`config.mk`:
```
export PLATFORM = sky130hd
export DESIGN_NAME = class_vote_debounce
export DESIGN_NICKNAME = d
export VERILOG_FILES = /design/src/rtl/cvd_pkg.sv /design/src/rtl/cvd_lane.sv /design/src/rtl/cvd_merge.sv /design/src/rtl/cvd_debounce.sv /design/src/rtl/class_vote_debounce.sv
export SDC_FILE = /design/constraint.sdc
export NUM_CORES = 2
export LEC_CHECK = 0
export BUFFER_PORTS_ARGS = -buffer_cell sky130_fd_sc_hd__buf_2
export CORE_MARGIN = 1
export CORE_UTILIZATION = 54
export DETAILED_ROUTE_END_ITERATION = 6
export PLACE_DENSITY = 0.7
export SLEW_MARGIN = 20
export SYNTH_ARGS = -nofsm -noshare
export SYNTH_HDL_FRONTEND = slang
export SYNTH_SLANG_ARGS = --single-unit
export TNS_END_PERCENT = 5
```
`constraint.sdc`:
```
create_clock -name clk -period 8.9 [get_ports clk]
set_input_delay 1.78 -clock clk [delete_from_list [all_inputs] [get_ports clk]]
set_output_delay 1.78 -clock clk [all_outputs]
set_load 0.05 [all_outputs]
```
`src/rtl/cvd_pkg.sv`:
```
// Shared types and constants for the class vote debounce block.
// No dependencies; every other file refers to this package by scoped names.
package cvd_pkg;

  localparam int CLASS_COUNT = 4;
  localparam int SCORE_W     = 8;
  localparam int CONF_W      = 25;
  localparam int CLASS_W     = 2;
  localparam int COUNT_W     = 4;
  localparam int THRESH_W    = 17;
  localparam int SCALE_W     = 16;
  localparam int CFG_DATA_W  = 17;
  localparam int CFG_IDX_W   = 2;

  localparam logic [COUNT_W-1:0] COUNT_MAX = '1;

  typedef enum logic [CFG_IDX_W-1:0] {
    REG_SCORE_OFFSET   = 2'd0,
    REG_SCALE_Q16      = 2'd1,
    REG_THRESHOLD_Q16  = 2'd2,
    REG_REQUIRED_COUNT = 2'd3
  } reg_index_t;

  typedef logic signed [SCORE_W-1:0] score_t;
  typedef logic signed [CONF_W-1:0]  conf_t;
  typedef logic [CLASS_W-1:0]        class_t;
  typedef logic [COUNT_W-1:0]        count_t;

  // Winner of the compare tree, handed to the debounce stage.
  typedef struct packed {
    class_t pick;
    conf_t  conf;
  } pick_t;

  // Decision settings used by the debounce stage.
  typedef struct packed {
    logic [THRESH_W-1:0] threshold;
    count_t              required;
  } vote_cfg_t;

endpackage

```
`src/rtl/cvd_lane.sv`:
```
// One dequantization lane: (score - zero point) * scale, registered.
// Depends on cvd_pkg.
module cvd_lane (
  input  logic                          clk,
  input  logic                          load,
  input  cvd_pkg::score_t               score,
  input  cvd_pkg::score_t               offset,
  input  logic [cvd_pkg::SCALE_W-1:0]   scale,
  output cvd_pkg::conf_t                conf
);

  logic signed [cvd_pkg::SCORE_W:0]                   diff;
  logic signed [cvd_pkg::SCORE_W+cvd_pkg::SCALE_W+1:0] prod;

  assign diff = {score[cvd_pkg::SCORE_W-1], score}
              - {offset[cvd_pkg::SCORE_W-1], offset};
  assign prod = diff * $signed({1'b0, scale});

  always_ff @(posedge clk) begin
    if (load) begin
      // The product of a 9-bit difference and a 16-bit scale fits in 25 bits.
      conf <= prod[cvd_pkg::CONF_W-1:0];
    end
  end

endmodule

```
`src/rtl/cvd_merge.sv`:
```
// Registered compare tree that finds the first highest of the lane results.
// Depends on cvd_pkg.
module cvd_merge (
  input  logic                                   clk,
  input  logic                                   load,
  input  cvd_pkg::conf_t [cvd_pkg::CLASS_COUNT-1:0] conf,
  output cvd_pkg::pick_t                         best
);

  cvd_pkg::conf_t lo_conf;
  cvd_pkg::conf_t hi_conf;
  cvd_pkg::class_t lo_pick;
  cvd_pkg::class_t hi_pick;
  cvd_pkg::pick_t  best_next;

  // A later class wins only on a strictly greater value, so ties keep the
  // lower index at every level of the tree.
  always_comb begin
    if (conf[1] > conf[0]) begin
      lo_conf = conf[1];
      lo_pick = cvd_pkg::class_t'(1);
    end else begin
      lo_conf = conf[0];
      lo_pick = cvd_pkg::class_t'(0);
    end
    if (conf[3] > conf[2]) begin
      hi_conf = conf[3];
      hi_pick = cvd_pkg::class_t'(3);
    end else begin
      hi_conf = conf[2];
      hi_pick = cvd_pkg::class_t'(2);
    end
    if (hi_conf > lo_conf) begin
      best_next.conf = hi_conf;
      best_next.pick = hi_pick;
    end else begin
      best_next.conf = lo_conf;
      best_next.pick = lo_pick;
    end
  end

  always_ff @(posedge clk) begin
    if (load) begin
      best <= best_next;
    end
  end

endmodule

```
`src/rtl/cvd_debounce.sv`:
```
// Debounce state and output register: threshold test, candidate counter,
// stable class update. Depends on cvd_pkg.
module cvd_debounce (
  input  logic               clk,
  input  logic               rst,
  input  logic               load,
  input  cvd_pkg::pick_t     best,
  input  cvd_pkg::vote_cfg_t cfg,
  output cvd_pkg::class_t    raw_pick,
  output cvd_pkg::conf_t     raw_conf,
  output logic               stable_known,
  output cvd_pkg::class_t    stable_pick,
  output cvd_pkg::conf_t     stable_conf,
  output logic               changed
);

  logic            stable_valid, stable_valid_next;
  cvd_pkg::class_t stable_class, stable_class_next;
  cvd_pkg::conf_t  stable_conf_reg, stable_conf_next;
  logic            cand_valid, cand_valid_next;
  cvd_pkg::class_t cand_class, cand_class_next;
  cvd_pkg::count_t cand_count, cand_count_next;
  logic            changed_next;

  cvd_pkg::count_t need;
  cvd_pkg::count_t count_bump;
  logic            below;

  assign need  = (cfg.required == '0) ? cvd_pkg::count_t'(1) : cfg.required;
  assign below = best.conf
               < $signed({{(cvd_pkg::CONF_W-cvd_pkg::THRESH_W){1'b0}}, cfg.threshold});

  always_comb begin
    stable_valid_next = stable_valid;
    stable_class_next = stable_class;
    stable_conf_next  = stable_conf_reg;
    cand_valid_next   = cand_valid;
    cand_class_next   = cand_class;
    cand_count_next   = cand_count;
    changed_next      = 1'b0;
    count_bump        = cand_count;

    if (below) begin
      cand_valid_next = 1'b0;
      cand_class_next = '0;
      cand_count_next = '0;
    end else if (stable_valid && best.pick == stable_class) begin
      stable_conf_next = best.conf;
      cand_valid_next  = 1'b0;
      cand_class_next  = '0;
      cand_count_next  = '0;
    end else begin
      if (cand_valid && best.pick == cand_class) begin
        count_bump = (cand_count == cvd_pkg::COUNT_MAX) ? cand_count
                                                        : cand_count + 1'b1;
      end else begin
        count_bump = cvd_pkg::count_t'(1);
      end
      if (count_bump >= need) begin
        stable_valid_next = 1'b1;
        stable_class_next = best.pick;
        stable_conf_next  = best.conf;
        cand_valid_next   = 1'b0;
        cand_class_next   = '0;
        cand_count_next   = '0;
        changed_next      = 1'b1;
      end else begin
        cand_valid_next = 1'b1;
        cand_class_next = best.pick;
        cand_count_next = count_bump;
      end
    end
  end

  always_ff @(posedge clk) begin
    if (rst) begin
      stable_valid    <= 1'b0;
      stable_class    <= '0;
      stable_conf_reg <= '0;
      cand_valid      <= 1'b0;
      cand_class      <= '0;
      cand_count      <= '0;
      changed         <= 1'b0;
    end else if (load) begin
      stable_valid    <= stable_valid_next;
      stable_class    <= stable_class_next;
      stable_conf_reg <= stable_conf_next;
      cand_valid      <= cand_valid_next;
      cand_class      <= cand_class_next;
      cand_count      <= cand_count_next;
      changed         <= changed_next;
    end
  end

  always_ff @(posedge clk) begin
    if (load) begin
      raw_pick <= best.pick;
      raw_conf <= best.conf;
    end
  end

  // The stable class and confidence stay zero until the first change.
  assign stable_known = stable_valid;
  assign stable_pick  = stable_class;
  assign stable_conf  = stable_conf_reg;

  a_cand_clear: assert property (@(posedge clk) disable iff (rst)
    !cand_valid |-> (cand_count == '0 && cand_class == '0))
    else $error("idle candidate holds a count or class");

  a_change_sets_stable: assert property (@(posedge clk) disable iff (rst)
    changed |-> (stable_valid && stable_class == raw_pick && stable_conf_reg == raw_conf))
    else $error("change flag without matching stable class");

  a_cand_not_stable: assert property (@(posedge clk) disable iff (rst)
    (cand_valid && stable_valid) |-> (cand_class != stable_class))
    else $error("candidate equals the stable class");

  a_stable_sticky: assert property (@(posedge clk) disable iff (rst)
    stable_valid |=> stable_valid)
    else $error("stable class lost");

endmodule

```
`src/rtl/class_vote_debounce.sv`:
```
// Top level of the class vote debounce block: configuration registers,
// four dequantization lanes, compare tree and debounce stage with handshakes.
// Depends on cvd_pkg, cvd_lane, cvd_merge and cvd_debounce.
//
//   channel  | direction | handshake          | payload
//   s_axis   | in        | s_tvalid/s_tready  | s_tdata: four int8 class scores
//   m_axis   | out       | m_tvalid/m_tready  | m_tdata: pick, confidences, flags
//   cfg      | in        | cfg_valid/cfg_ready| cfg_index, cfg_data
//
// An accepted request is registered in turn by the lane multiplier, the compare
// tree and the debounce update, one register stage each, before it is presented
// on m_tdata.
// A new request is accepted every cycle while results drain.
// Each stage holds only when it is full and the stage after it is stalled.
// Reset clears the debounce state and the stage valids and restores the
// default configuration; cfg_ready is always high.
module class_vote_debounce (
  input  logic                            clk,
  input  logic                            rst,
  input  logic                            s_tvalid,
  output logic                            s_tready,
  // score_empty [7:0], score_reading [15:8], score_sleep [23:16], score_active [31:24]
  input  logic [31:0]                     s_tdata,
  output logic                            m_tvalid,
  input  logic                            m_tready,
  // raw_pick [1:0], raw_conf [26:2], stable_known [27], stable_pick [29:28],
  // stable_conf [54:30], changed [55]
  output logic [55:0]                     m_tdata,
  input  logic                            cfg_valid,
  output logic                            cfg_ready,
  input  logic [cvd_pkg::CFG_IDX_W-1:0]   cfg_index,
  input  logic [cvd_pkg::CFG_DATA_W-1:0]  cfg_data
);

  cvd_pkg::score_t                 score_offset;
  logic [cvd_pkg::SCALE_W-1:0]     scale_q16;
  logic [cvd_pkg::THRESH_W-1:0]    threshold_q16;
  cvd_pkg::count_t                 required_count;

  assign cfg_ready = 1'b1;

  always_ff @(posedge clk) begin
    if (rst) begin
      score_offset   <= '0;
      scale_q16      <= cvd_pkg::SCALE_W'(256);
      threshold_q16  <= cvd_pkg::THRESH_W'(39322);
      required_count <= cvd_pkg::count_t'(3);
    end else if (cfg_valid && cfg_ready) begin
      unique case (cvd_pkg::reg_index_t'(cfg_index))
        cvd_pkg::REG_SCORE_OFFSET:   score_offset   <= cfg_data[cvd_pkg::SCORE_W-1:0];
        cvd_pkg::REG_SCALE_Q16:      scale_q16      <= cfg_data[cvd_pkg::SCALE_W-1:0];
        cvd_pkg::REG_THRESHOLD_Q16:  threshold_q16  <= cfg_data[cvd_pkg::THRESH_W-1:0];
        cvd_pkg::REG_REQUIRED_COUNT: required_count <= cfg_data[cvd_pkg::COUNT_W-1:0];
        default: ;
      endcase
    end
  end

  // Stage valids: lanes, compare tree, output.
  logic v1, v2, v3;
  logic r1, r2, r3;
  logic ld1, ld2, ld3;

  assign r3  = !v3 || m_tready;
  assign r2  = !v2 || r3;
  assign r1  = !v1 || r2;
  assign ld1 = s_tvalid && r1;
  assign ld2 = v1 && r2;
  assign ld3 = v2 && r3;
  assign s_tready = r1;
  assign m_tvalid = v3;

  always_ff @(posedge clk) begin
    if (rst) begin
      v1 <= 1'b0;
      v2 <= 1'b0;
      v3 <= 1'b0;
    end else begin
      if (r1) v1 <= s_tvalid;
      if (r2) v2 <= v1;
      if (r3) v3 <= v2;
    end
  end

  cvd_pkg::conf_t [cvd_pkg::CLASS_COUNT-1:0] lane_conf;

  for (genvar g = 0; g < cvd_pkg::CLASS_COUNT; g++) begin : g_lane
    cvd_lane u_lane (
      .clk        (clk),
      .load       (ld1),
      .score      (s_tdata[g*cvd_pkg::SCORE_W +: cvd_pkg::SCORE_W]),
      .offset     (score_offset),
      .scale      (scale_q16),
      .conf       (lane_conf[g])
    );
  end

  cvd_pkg::pick_t best;

  cvd_merge u_merge (
    .clk  (clk),
    .load (ld2),
    .conf (lane_conf),
    .best (best)
  );

  cvd_pkg::vote_cfg_t vote_cfg;
  cvd_pkg::class_t    raw_pick, stable_pick;
  cvd_pkg::conf_t     raw_conf, stable_conf;
  logic               stable_known, changed;

  assign vote_cfg.threshold = threshold_q16;
  assign vote_cfg.required  = required_count;

  cvd_debounce u_debounce (
    .clk          (clk),
    .rst          (rst),
    .load         (ld3),
    .best         (best),
    .cfg          (vote_cfg),
    .raw_pick     (raw_pick),
    .raw_conf     (raw_conf),
    .stable_known (stable_known),
    .stable_pick  (stable_pick),
    .stable_conf  (stable_conf),
    .changed      (changed)
  );

  assign m_tdata = {changed, stable_conf, stable_pick, stable_known, raw_conf, raw_pick};

endmodule

```
==> impl_metrics.toml <==
[setup_path]
cp_max_fo = 8
path_class = "input port to flop"
cp_common_cell = "fa_1"
worst-path-buf-inv = 4
rr_endpoint = "g_lane[3].u_lane.conf[24]"
crit_slowest_cell = "fa_1"
max_stage_delay_ps = 500
cp_top_family = "adder cells"
r2r.worst_path.cells = 27
arrival_ps = 8290
end_kind = "flop"
r2r_slack_ps = 1260
required_ps = 9220
r2r_start = "score_offset[1]"
start_kind = "input port"

[die]
start_util_pct = 54.8
design.die.area_um2 = 58400
io_pins = 115
row_count = 87
die_x_um = 242
die_height_um = 242
core-area_um2 = 56600

[cells_and_area]
finalNetCount = 4090
reg.largest.list = "g_lane.u_lane.conf (100), u_merge.best (27)"
drive_gt1_share_pct = 8.20
final_area_um2 = 33400
area_delta_synth_final_pct = 7.66
largest_reg_flops = 100
fill_cells = 4828
top_register = "g_lane.u_lane.conf"

[clocking]
cts_tree = "yes"
htree_levels = 1
clkTransAtPathRegs_ps = 60
numCtsBuffers = 27
cts_hold_buf = 0
post_cts_resized = 0
cts_root_buf = "clkbuf_16"
cts_buffer_depth = 3
cts_sinks = 238
worstSkewPairLatency_ps = 570
cts_setup_buffers = 0

[power_and_ir_drop]
power_leakage_nw = 16.7
power.density_nw_per_um2 = 178
max-vdd-ir-drop_mv = 0.157

[global_route]
grt_use_total_pct = 27.5
grt_max_degree = 107
grt_pass1_vias = 24115
antenna_found_initial = 1
grt-ovfl-total = 0
grt_pass1_wl_um = 128000

[timing]
final_hold_viol_count = 0
maxSlewHeadroom_pct = 21.9
timing.fmax_mhz = 126
tns_ps = 0
finClkSkew_ps = 18.6
drv_slew = 0
min_period_ps = 7960
min_period_over_period_pct = 89.5
finalSetupViolations = 0
tightest_slew_ps = 1170
rsz0062_at_grt = "no"

[run_status]
status = "completed"

[detailed_routing]
drt_iter0_markers = 1563
viasPerCell = 5.65
routed.top_layer = "met4"
totalWireLength_um = 78500
ant_nets = 0
vias = 22723
met1_length_um = 33800
drt_first_pass_iters = 5
drc = 0
wire_per_inst_um = 19.5
dr_wl_met3_um = 5980
wl_met2_um = 36900

[synthesis]
synth_compound_area_share_pct = 7.42
ys_ff_latch = 238
synth-edff-count = 154
synth_top_area_share_pct = 25.8
ys_seq_area_share_pct = 20.3
ys_warn_count = 0
synth_top_family_by_area = "adder cells"
synthTopCellsByArea = "fa_1 (26%), ha_1 (16%), edfxtp_1 (15%), and2_1 (5.8%), inv_1 (5.5%)"
synthSimpleGateAreaFrac_pct = 17.4
synth_cell_type_count = 72
async_reset_ff_share_pct = 0
syn_nets = 4030
synthCells = 3186
synth_area_per_cell_um2 = 9.73
synth_xor_area_share_pct = 3.02
synth_ff_type = "edfxtp_1"
post_synth_instance_area_um2 = 31000
synthAdderAreaFrac_pct = 41.5
yosysTopAreaCell = "fa_1"
muxShareOfSynthArea_pct = 2.90

[min_path]
hold_depth = 2
min_to = "threshold_q16[13]"
hp-class = "flop to flop"
hp-start = "threshold_q16[13]"

[placement]
gp_congestion = 0.950
place_area_um2 = 32400
dpl.hpwl_um = 61200
port_buffers = 113

[run]
drv_cap = 0
worst reg2reg max path: stages, from the launching register on:
cell	delay, ps
dfxtp_1	600
inv_1	320
ha_1	350
nor2b_1	120
o21ai_0	180
nand2b_1	120
a21o_1	190
a21oi_1	200
o21ai_0	150
xor2_1	480
nand2_1	150
fa_1	500
fa_1	500
inv_1	50
fa_1	460
fa_1	490
inv_1	50
fa_1	490
inv_1	40
ha_1	320
o21ai_0	140
o21a_1	220
o211ai_1	310
o21ai_0	190
o31ai_1	390
a21o_1	180
a21oi_1	70
xnor2_1	120
power by group:
group          leakage [nW]  internal (mW)  switching (mW)
Sequential             2.19           1.48           0.170
Clock                 0.470          0.693           0.468
Combinational          14.0           1.30            1.84
synth_stat cells, types with 3 or more instances:
cell,n
a221oi_1,17
mux2i_1,83
nand2_1,230
dfxtp_1,84
nor3_1,16
buf_4,5
xor2_1,37
and2_1,287
or4_1,3
o21bai_1,11
a31o_2,5
nor4_1,4
a21boi_0,3
mux2_2,6
nand3b_1,12
a22o_1,6
a21o_1,39
nor2_1,169
inv_1,457
o21ai_0,54
xnor2_1,70
ha_1,388
clkbuf_1,121
o21a_1,15
and4_1,3
nand2b_1,169
nand4_1,18
or2_2,16
o211ai_1,10
nand3_1,22
a221oi_2,6
a211o_1,5
o31ai_1,6
fa_1,400
edfxtp_1,154
buf_2,7
nor2b_1,44
a31oi_1,13
a21oi_1,115
a211oi_1,18
o2111ai_1,5
or3_1,9
and3_1,8
layer usage:
layer | up-vias | GRT usage, %
met5 | - | 0
met4 | 0 | 7.42
met3 | 110 | 4.27
met2 | 761 | 45.7
met1 | 11429 | 37.3
li1 | 10423 | -
layout make-up:
cell class	count	area (um2)	area share, %
timing repair buffer	170	1030	3.07
clock inverter	12	141	0.424
tap	756	946	2.83
sequential	238	6320	18.9
inverter	457	1720	5.14
clock buffer	38	800	2.39
multi-input combinational	2352	22400	67.2
antenna	1	2.50	0.00750
layout by cell type, fill, tap and decap left out, types with 8 or more instances in the layout:
cell,count
a211oi_1,18
a21o_1,39
a21oi_1,115
a221oi_1,17
a31oi_1,11
and2_1,287
and3_1,8
buf_2,113
buf_4,55
clkbuf_16,29
dfxtp_1,76
dfxtp_2,8
edfxtp_1,154
fa_1,400
ha_1,388
inv_1,456
mux2i_1,82
nand2_1,230
nand2b_1,169
nand3_1,22
nand3b_1,12
nand4_1,18
nor2_1,169
nor2b_1,44
nor3_1,16
o211ai_1,10
o21a_1,15
o21ai_0,54
o21bai_1,11
or2_2,16
or3_1,9
xnor2_1,69
xor2_1,37
cell families after synthesis:
logic type | Yosys count
multiplexers | 89
XOR/XNOR | 107
adder cells (fa/ha/maj) | 788
buffers and inverters | 596
other | 1
AND/OR/NAND/NOR | 1019
flip-flops | 238
AO/OA/AOI/OAI | 348
worst max-delay path by stage:
stage / startpoint / end / slack [ps] / cells after the start
after global placement: s_tdata[25] / g_lane[3].u_lane.conf[24] / 580 / 27
after CTS: s_tdata[25] / g_lane[3].u_lane.conf[24] / 1060 / 27
after floorplan: s_tdata[24] / g_lane[3].u_lane.conf[24] / 920 / 26
final: s_tdata[25] / g_lane[3].u_lane.conf[24] / 940 / 27
after global routing: s_tdata[25] / g_lane[3].u_lane.conf[24] / 580 / 27
after detailed placement: s_tdata[25] / g_lane[3].u_lane.conf[24] / 510 / 27
per-stage QoR:
step / instances / power (mW) / worst slack, ps / utilization [%] / hold WS, ps
floorplan: 3186 / 3.86 / 917 / - / 435
global route: 4023 / 6.41 / 583 / 59.0 / 482
CTS: 4022 / 5.95 / 1060 / 58.9 / 462
finish: 4024 / 5.95 / 935 / 59.0 / 462
global placement: 3972 / 4.64 / 583 / 57.3 / 442
detailed placement: 3972 / 4.76 / 507 / 57.3 / 450
No activity file was read; power rests on OpenSTA's default activity.
